[src/rtl/core/websocket_frame_header_parser_assert.svh]
// Assertion macros used by the frame header parser RTL.
`ifndef WEBSOCKET_FRAME_HEADER_PARSER_ASSERT_SVH
`define WEBSOCKET_FRAME_HEADER_PARSER_ASSERT_SVH

`ifndef SYNTH
// Clocked check, disabled while reset is asserted.
`define WSFHP_ASSERT(lbl, clk, rst_n, prop) \
    lbl: assert property (@(posedge clk) disable iff (!rst_n) (prop)) \
        else $error("wsfhp assertion failed");
// Clocked check that also holds during reset.
`define WSFHP_ASSERT_ALWAYS(lbl, clk, prop) \
    lbl: assert property (@(posedge clk) (prop)) \
        else $error("wsfhp assertion failed");
`else
`define WSFHP_ASSERT(lbl, clk, rst_n, prop)
`define WSFHP_ASSERT_ALWAYS(lbl, clk, prop)
`endif

`endif

[src/rtl/core/wsfhp_pkg.sv]
// Types, codes and helper functions for the frame header parser.
`timescale 1ns / 1ps
`default_nettype none

package wsfhp_pkg;

    // Parse phase of the frame currently on the stream
    typedef enum logic [2:0] {
        PH_BYTE0   = 3'd0,
        PH_BYTE1   = 3'd1,
        PH_EXTLEN  = 3'd2,
        PH_KEY     = 3'd3,
        PH_PAYLOAD = 3'd4
    } phase_t;

    // Length encoding forms
    localparam logic [1:0] LF_7  = 2'd0;
    localparam logic [1:0] LF_16 = 2'd1;
    localparam logic [1:0] LF_64 = 2'd2;

    // Status codes
    localparam logic [1:0] ST_PROGRESS = 2'd0;
    localparam logic [1:0] ST_DONE     = 2'd1;
    localparam logic [1:0] ST_EOB      = 2'd2;

    // Seven-bit length codes that select an extended length
    localparam logic [6:0] LEN_CODE_16 = 7'd126;
    localparam logic [6:0] LEN_CODE_64 = 7'd127;

    // Header byte counts
    localparam logic [3:0] BASE_HDR_BYTES = 4'd2;
    localparam logic [3:0] KEY_BYTES      = 4'd4;
    localparam logic [3:0] MAX_HDR_BYTES  = 4'd14;

    // One result transaction
    typedef struct packed {
        logic [7:0]  data_byte;
        logic        is_payload;
        logic        header_valid;
        logic        fin_flag;
        logic [3:0]  frame_opcode;
        logic        mask_flag;
        logic [31:0] mask_key;
        logic [63:0] payload_length;
        logic [1:0]  length_form;
        logic [3:0]  header_bytes;
        logic [1:0]  status;
    } result_t;

    // Number of extended length bytes for a length form
    function automatic logic [3:0] ext_bytes(input logic [1:0] lf);
        logic [3:0] n;
        n = 4'd0;
        if (lf == LF_16) n = 4'd2;
        else if (lf == LF_64) n = 4'd8;
        return n;
    endfunction

    // Full header size in bytes
    function automatic logic [3:0] hdr_size(input logic [1:0] lf, input logic mask);
        return BASE_HDR_BYTES + ext_bytes(lf) + (mask ? KEY_BYTES : 4'd0);
    endfunction

endpackage

`default_nettype wire

[src/rtl/core/websocket_frame_header_parser.sv]
// Path: an accepted byte is held in the input register, decoded by the parse logic,
// and captured in the result register. Throughput: one byte per cycle; the parse state
// update is combinational between the two registers. A held result stalls input.
// Reset: rst_n clears both stage valid flags and returns the parser to the
// first header byte with all frame fields zero.
`timescale 1ns / 1ps
`default_nettype none

module websocket_frame_header_parser (
    input  wire logic        clk,
    input  wire logic        rst_n,
    input  wire logic        in_valid,
    output logic             in_ready,
    input  wire logic [7:0]  rx_byte,
    input  wire logic        end_of_buffer,
    output logic             out_valid,
    input  wire logic        out_ready,
    output logic [7:0]       data_byte,
    output logic             is_payload,
    output logic             header_valid,
    output logic             fin_flag,
    output logic [3:0]       frame_opcode,
    output logic             mask_flag,
    output logic [31:0]      mask_key,
    output logic [63:0]      payload_length,
    output logic [1:0]       length_form,
    output logic [3:0]       header_bytes,
    output logic [1:0]       status
);
    import wsfhp_pkg::*;

    logic       advance;
    logic       stage_valid;
    logic [7:0] stage_byte;
    logic       stage_eob;
    result_t    parse_result;
    result_t    out_result;

    wsfhp_in_stage u_in (
        .clk           (clk),
        .rst_n         (rst_n),
        .in_valid      (in_valid),
        .in_ready      (in_ready),
        .rx_byte       (rx_byte),
        .end_of_buffer (end_of_buffer),
        .advance       (advance),
        .stage_valid   (stage_valid),
        .stage_byte    (stage_byte),
        .stage_eob     (stage_eob)
    );

    wsfhp_parse u_parse (
        .clk           (clk),
        .rst_n         (rst_n),
        .advance       (advance),
        .rx_byte       (stage_byte),
        .end_of_buffer (stage_eob),
        .result        (parse_result)
    );

    wsfhp_out_stage u_out (
        .clk        (clk),
        .rst_n      (rst_n),
        .up_valid   (stage_valid),
        .up_result  (parse_result),
        .advance    (advance),
        .out_valid  (out_valid),
        .out_ready  (out_ready),
        .out_result (out_result)
    );

    // Break the result out onto ports
    assign data_byte      = out_result.data_byte;
    assign is_payload     = out_result.is_payload;
    assign header_valid   = out_result.header_valid;
    assign fin_flag       = out_result.fin_flag;
    assign frame_opcode   = out_result.frame_opcode;
    assign mask_flag      = out_result.mask_flag;
    assign mask_key       = out_result.mask_key;
    assign payload_length = out_result.payload_length;
    assign length_form    = out_result.length_form;
    assign header_bytes   = out_result.header_bytes;
    assign status         = out_result.status;

endmodule

`default_nettype wire

[src/rtl/core/wsfhp_in_stage.sv]
// Input register stage: captures one byte transaction from the stream.
`timescale 1ns / 1ps
`default_nettype none

module wsfhp_in_stage (
    input  wire logic       clk,
    input  wire logic       rst_n,
    input  wire logic       in_valid,
    output logic            in_ready,
    input  wire logic [7:0] rx_byte,
    input  wire logic       end_of_buffer,
    input  wire logic       advance,
    output logic            stage_valid,
    output logic [7:0]      stage_byte,
    output logic            stage_eob
);
    import wsfhp_pkg::*;

    logic       valid_reg, valid_next;
    logic [7:0] byte_reg;
    logic       eob_reg;

    // Accept when empty or when the held byte moves on this cycle
    assign in_ready = !valid_reg || advance;

    always_comb
    begin
        valid_next = valid_reg;
        if (in_ready)
        begin
            valid_next = in_valid;
        end
    end

    // Hold the valid flag
    always_ff @(posedge clk or negedge rst_n)
    begin
        if (!rst_n)
        begin
            valid_reg <= 1'b0;
        end
        else
        begin
            valid_reg <= valid_next;
        end
    end

    // Load payload on acceptance
    always_ff @(posedge clk)
    begin
        if (in_valid && in_ready)
        begin
            byte_reg <= rx_byte;
            eob_reg  <= end_of_buffer;
        end
    end

    assign stage_valid = valid_reg;
    assign stage_byte  = byte_reg;
    assign stage_eob   = eob_reg;

endmodule

`default_nettype wire

[src/rtl/core/wsfhp_parse.sv]
// Frame parse state and the per-byte decode that forms each result.
`timescale 1ns / 1ps
`default_nettype none
`include "websocket_frame_header_parser_assert.svh"

module wsfhp_parse (
    input  wire logic       clk,
    input  wire logic       rst_n,
    input  wire logic       advance,
    input  wire logic [7:0] rx_byte,
    input  wire logic       end_of_buffer,
    output wsfhp_pkg::result_t result
);
    import wsfhp_pkg::*;

    phase_t      phase_reg, phase_next;
    logic [3:0]  idx_reg, idx_next;
    logic        fin_reg, fin_next;
    logic [3:0]  opcode_reg, opcode_next;
    logic        mask_reg, mask_next;
    logic [1:0]  lf_reg, lf_next;
    logic [63:0] len_reg, len_next;
    logic [31:0] key_reg, key_next;
    logic [63:0] rem_reg, rem_next;

    logic        payload;
    logic        hvalid;
    logic        done;
    logic [1:0]  key_slot;
    logic [3:0]  key_off;

    assign key_off  = idx_reg - BASE_HDR_BYTES - ext_bytes(lf_reg);
    assign key_slot = key_off[1:0];

    // Decode one byte against the current parse phase
    always_comb
    begin
        phase_next  = phase_reg;
        idx_next    = idx_reg;
        fin_next    = fin_reg;
        opcode_next = opcode_reg;
        mask_next   = mask_reg;
        lf_next     = lf_reg;
        len_next    = len_reg;
        key_next    = key_reg;
        rem_next    = rem_reg;
        payload     = 1'b0;
        hvalid      = 1'b0;
        done        = 1'b0;

        unique case (phase_reg)
            PH_BYTE1:
            begin
                mask_next = rx_byte[7];
                idx_next  = BASE_HDR_BYTES;
                if (rx_byte[6:0] == LEN_CODE_16)
                begin
                    lf_next    = LF_16;
                    len_next   = '0;
                    phase_next = PH_EXTLEN;
                end
                else if (rx_byte[6:0] == LEN_CODE_64)
                begin
                    lf_next    = LF_64;
                    len_next   = '0;
                    phase_next = PH_EXTLEN;
                end
                else
                begin
                    lf_next  = LF_7;
                    len_next = {57'd0, rx_byte[6:0]};
                    if (rx_byte[7])
                    begin
                        phase_next = PH_KEY;
                    end
                    else
                    begin
                        hvalid = 1'b1;
                    end
                end
            end
            PH_EXTLEN:
            begin
                // Shift in big-endian length bytes
                len_next = {len_reg[55:0], rx_byte};
                idx_next = idx_reg + 4'd1;
                if (idx_next >= BASE_HDR_BYTES + ext_bytes(lf_reg))
                begin
                    if (mask_reg)
                    begin
                        phase_next = PH_KEY;
                    end
                    else
                    begin
                        hvalid = 1'b1;
                    end
                end
            end
            PH_KEY:
            begin
                // First key byte lands in the low bits
                key_next = key_reg | ({24'd0, rx_byte} << {key_slot, 3'b000});
                idx_next = idx_reg + 4'd1;
                if (idx_next >= hdr_size(lf_reg, mask_reg))
                begin
                    hvalid = 1'b1;
                end
            end
            PH_PAYLOAD:
            begin
                payload  = 1'b1;
                rem_next = rem_reg - 64'd1;
                if (rem_next == 64'd0)
                begin
                    phase_next = PH_BYTE0;
                    done       = 1'b1;
                end
            end
            default:
            begin
                // First header byte: start a new frame
                fin_next    = rx_byte[7];
                opcode_next = rx_byte[3:0];
                mask_next   = 1'b0;
                lf_next     = LF_7;
                len_next    = '0;
                key_next    = '0;
                rem_next    = '0;
                idx_next    = 4'd1;
                phase_next  = PH_BYTE1;
            end
        endcase

        // Header complete: zero length ends the frame here
        if (hvalid)
        begin
            if (len_next == 64'd0)
            begin
                phase_next = PH_BYTE0;
                done       = 1'b1;
            end
            else
            begin
                rem_next   = len_next;
                phase_next = PH_PAYLOAD;
            end
        end
    end

    // Form the result transaction
    always_comb
    begin
        result.data_byte      = rx_byte;
        result.is_payload     = payload;
        result.header_valid   = hvalid;
        result.fin_flag       = fin_next;
        result.frame_opcode   = opcode_next;
        result.mask_flag      = mask_next;
        result.mask_key       = key_next;
        result.payload_length = len_next;
        result.length_form    = lf_next;
        result.header_bytes   = hdr_size(lf_next, mask_next);
        priority if (done)
        begin
            result.status = ST_DONE;
        end
        else if (end_of_buffer)
        begin
            result.status = ST_EOB;
        end
        else
        begin
            result.status = ST_PROGRESS;
        end
    end

    // Advance parse state once per byte
    always_ff @(posedge clk or negedge rst_n)
    begin
        if (!rst_n)
        begin
            phase_reg  <= PH_BYTE0;
            idx_reg    <= '0;
            fin_reg    <= 1'b0;
            opcode_reg <= '0;
            mask_reg   <= 1'b0;
            lf_reg     <= LF_7;
            len_reg    <= '0;
            key_reg    <= '0;
            rem_reg    <= '0;
        end
        else if (advance)
        begin
            phase_reg  <= phase_next;
            idx_reg    <= idx_next;
            fin_reg    <= fin_next;
            opcode_reg <= opcode_next;
            mask_reg   <= mask_next;
            lf_reg     <= lf_next;
            len_reg    <= len_next;
            key_reg    <= key_next;
            rem_reg    <= rem_next;
        end
    end

    `WSFHP_ASSERT(a_payload_rem_nonzero, clk, rst_n, (phase_reg == PH_PAYLOAD) |-> (rem_reg != 64'd0))
    `WSFHP_ASSERT(a_byte0_rem_zero, clk, rst_n, (phase_reg == PH_BYTE0) |-> (rem_reg == 64'd0))
    `WSFHP_ASSERT(a_hdr_not_payload, clk, rst_n, result.header_valid |-> !result.is_payload)
    `WSFHP_ASSERT(a_payload_step, clk, rst_n, (advance && phase_reg == PH_PAYLOAD) |=> ($past(rem_reg) == rem_reg + 64'd1))
    `WSFHP_ASSERT(a_idx_bound, clk, rst_n, idx_reg <= MAX_HDR_BYTES)

endmodule

`default_nettype wire

[src/rtl/core/wsfhp_out_stage.sv]
// Result register stage: holds one result transaction until taken.
`timescale 1ns / 1ps
`default_nettype none

module wsfhp_out_stage (
    input  wire logic          clk,
    input  wire logic          rst_n,
    input  wire logic          up_valid,
    input  wire wsfhp_pkg::result_t up_result,
    output logic               advance,
    output logic               out_valid,
    input  wire logic          out_ready,
    output wsfhp_pkg::result_t out_result
);
    import wsfhp_pkg::*;

    logic    valid_reg, valid_next;
    result_t result_reg;

    // Load when empty or when the held result is taken this cycle
    assign advance = up_valid && (!valid_reg || out_ready);

    always_comb
    begin
        valid_next = valid_reg;
        if (advance)
        begin
            valid_next = 1'b1;
        end
        else if (out_ready)
        begin
            valid_next = 1'b0;
        end
    end

    // Hold the valid flag
    always_ff @(posedge clk or negedge rst_n)
    begin
        if (!rst_n)
        begin
            valid_reg <= 1'b0;
        end
        else
        begin
            valid_reg <= valid_next;
        end
    end

    // Capture the result
    always_ff @(posedge clk)
    begin
        if (advance)
        begin
            result_reg <= up_result;
        end
    end

    assign out_valid  = valid_reg;
    assign out_result = result_reg;

endmodule

`default_nettype wire

[config.mk]
export PLATFORM = sky130hd
export DESIGN_NAME = websocket_frame_header_parser
export DESIGN_NICKNAME = d
export VERILOG_FILES = /design/src/rtl/core/wsfhp_pkg.sv /design/src/rtl/core/websocket_frame_header_parser.sv /design/src/rtl/core/wsfhp_in_stage.sv /design/src/rtl/core/wsfhp_parse.sv /design/src/rtl/core/wsfhp_out_stage.sv
export VERILOG_INCLUDE_DIRS = /design/src /design/src/rtl/core
export SDC_FILE = /design/constraint.sdc
export NUM_CORES = 1
export LEC_CHECK = 0
export CORE_MARGIN = 8
export CORE_UTILIZATION = 63
export CTS_BUF_LIST = sky130_fd_sc_hd__clkbuf_4 sky130_fd_sc_hd__clkbuf_8
export DETAILED_ROUTE_END_ITERATION = 10
export DONT_BUFFER_PORTS = 1
export PLACE_DENSITY = 0.89
export SYNTH_ARGS = -nofsm -noshare
export SYNTH_HDL_FRONTEND = slang
export SYNTH_SLANG_ARGS = --single-unit
[constraint.sdc]
create_clock -name clk -period 5.6 [get_ports clk]
set_input_delay 1.12 -clock clk [delete_from_list [all_inputs] [get_ports clk]]
set_output_delay 1.12 -clock clk [all_outputs]
set_load 0.02 [all_outputs]
==> impl_metrics.json <==
{
  "status": "complete, no violations",
  "final_core_util_pct": 68.3,
  "worstSkewPairLatency_ns": 0.59,
  "grt_pass1_wl_mm": 74.0,
  "largest_reg_flops": 119,
  "seq_area_frac_synth_pct": 52.3,
  "syn_inst": 1662,
  "drtPass1Iterations": 7,
  "synth_edf_count": 128,
  "num_rows": 58,
  "holdWs_ns": 0.232,
  "numPortBuffers": 0,
  "overflow": 0,
  "start_util_pct": 63.5,
  "rsz0062_at_grt": "false",
  "fin_crit_sh_pct": 86.1,
  "cts_buffers": 49,
  "layout_setup_ws_ns": 0.778,
  "drive_above_1_share_pct": 9.84,
  "postSynthAreaPerCell_um2": 9.51,
  "viasPerCell": 6.88,
  "async_flop_share_pct": 58.0,
  "peakVddDrop_mv": 0.244,
  "die_w_um": 174,
  "n_fill_cell": 1778,
  "critPathMaxStageDelay_ns": 0.90,
  "fmaxAchievable_mhz": 207,
  "place_ws_ns": 0.970,
  "cap_viol_max_count": 0,
  "ys_ff_latch": 305,
  "max-slew-margin-rel_pct": 9.98,
  "finalSetupViolations": 0,
  "grt_pass1_vias": 12500,
  "synthFlopType": "dfrtp_1",
  "grt_use_total_pct": 30.8,
  "yosys.area.top_type_share_pct": 28.0,
  "synth_cell_type_count": 77,
  "powerDensity_mw_per_mm2": 342,
  "numClockSinks": 305,
  "cts_tree": "yes",
  "yosys.area.top_type": "dfrtp_1",
  "worstHoldPathType": "input pin to async pin",
  "critPathMaxFanout": 43,
  "hold_buffers": 0,
  "yosysMostFrequentCell": "nand2_1",
  "antenna_found_initial": 0,
  "cts.path.max_buffers": 3,
  "cts_htree_levels": 2,
  "cp.arrival_ns": 5.29,
  "fp.coreArea_mm2": 0.0249,
  "cts_resized": 0,
  "worst_pin_slew_ns": 1.35,
  "drtIter0Drc": 2308,
  "worstPathCellList": "nand2b_1 > buf_4 > a2bb2oi_1 > nand4_1 > nor4_1 > nand3_1 > o31a_2 > and2_1 > a221o_1",
  "crit_slowest_cell": "nand2b_1",
  "drc": 0,
  "layout.nets": 1637,
  "syn_nets": 1683,
  "critical_path.endpoint_type": "flop",
  "ys_warn_count": 0,
  "critPathRequiredTime_ns": 6.07,
  "clk_root_buffer_cell": "clkbuf_8",
  "power_leakage_nw": 7.19,
  "slew_violations": 0,
  "antenna_cells": 0,
  "post_cts_buffers": 0,
  "place.gp.congestion": 1.03,
  "synthTopCellsByArea": "dfrtp_1 (28%), edfxtp_1 (24%), nand2_1 (7.2%)",
  "finalSetupTns_ns": 0,
  "wire_per_inst_um": 24.5,
  "fp.dieArea_mm2": 0.0304,
  "grt_max_degree": 220,
  "startpoint_type": "flop",
  "dp_hpwl_mm": 32.8,
  "synth_area_mm2": 0.0158,
  "area_growth_pct": 7.55,
  "die_y_um": 174,
  "clk_pin_slew_ns": 0.07,
  "critPathKind": "flop to flop",
  "synth_common_cells": "nand2_1 (305), dfrtp_1 (177), nor2_1 (134)",
  "finalHoldViolCount": 0,
  "vias": 13700,
  "post-route-min-period_ns": 4.82,
  "finClkSkew_ns": 0.0270,
  "num_io_pins": 135,
  "ant_nets": 0,
  "drt_wl_total_mm": 48.6
}
## cells in the final DEF (no fill, tap or decap), types with 12 or more instances in the layout
cell and n:
a21o_1 19, a21oi_1 89, a221o_1 15, a22oi_1 39, a31oi_1 12, buf_4 24, clkbuf_4 17, clkbuf_8 56
dfrtp_1 176, edfxtp_1 128, inv_1 52, mux2_2 28, mux2i_1 40, nand2_1 304, nand2b_1 13, nand3_1 42
nand4_1 25, nor2_1 134, nor3_1 49, nor4_1 38, o21ai_0 111, o2bb2ai_1 25, or3_1 16, or4_1 14
xnor2_1 13, xor2_1 17
## cells by family after synthesis
logic type	after synthesis	synth area share (%)
AND/OR/NAND/NOR	685	20.1
multiplexers	68	4.53
flip-flops	305	52.3
XOR/XNOR	31	1.72
other	1	0.0237
adder cells (fa/ha/maj)	8	0.633
AO/OA/AOI/OAI	386	16.0
buffers and inverters	178	4.73
## metrics by stage
| stage | power, W | instance area [um2] | cells |
|---|---|---|---|
| finish | 0.00582 | 17000 | 1986 |
| global route | 0.00601 | 17000 | 1986 |
| CTS | 0.00578 | 17000 | 1986 |
| detailed placement | 0.00376 | 15900 | 1895 |
| global placement | 0.00374 | 15900 | 1895 |
| floorplan | 0.00350 | 15800 | 1662 |
## report_power, final
part           total, W  switching, W  internal (W)
sequential      0.00295      0.000418       0.00253
combinational  0.000807      0.000504      0.000302
clock           0.00206      0.000929       0.00113
total           0.00582       0.00185       0.00397
## layer usage
metal	GRT usage (%)	part of all wire [%]
met3	8.55	14
met1	43.0	39
met2	44.6	44
met5	0	0
met4	12.5	3.7
## cell type report
class	instances	area (um2)	share of cell area, %
clock inverter	18	153	0.898
inverter	54	210	1.24
sequential	305	8280	48.7
clock buffer	73	898	5.28
tap	330	413	2.43
multi-input combinational	1179	6810	40.0
timing repair buffer	27	240	1.41
## critical path: cells and delay by family (launching register included)
| family | cells | cell delay [ns] |
|---|---|---|
| flops | 1 | 0.65 |
| simple gates | 5 | 2.24 |
| compound gates | 3 | 1.44 |
| buf+inv | 1 | 0.36 |
## path summary, 6_finish.rpt
| kind | slack [ns] | depth (start not counted) | from | endpoint |
|---|---|---|---|---|
| max | 0.78 | 9 | u_parse.phase_reg[2] | u_parse.rem_reg[61] |
| min | 0.23 | 0 | rst_n | u_parse.rem_reg[22] |
| max reg2reg | 0.78 | 9 | u_parse.phase_reg[2] | u_parse.rem_reg[61] |
| min reg2reg | 0.48 | 2 | u_parse.key_reg[30] | u_parse.key_reg[30] |
| max in group asynchronous | 4.95 | 0 | rst_n | u_out.out_valid |
| min in group clk | 0.48 | 2 | u_parse.key_reg[30] | u_parse.key_reg[30] |
Note: power is estimated with default switching activity, not from simulation.
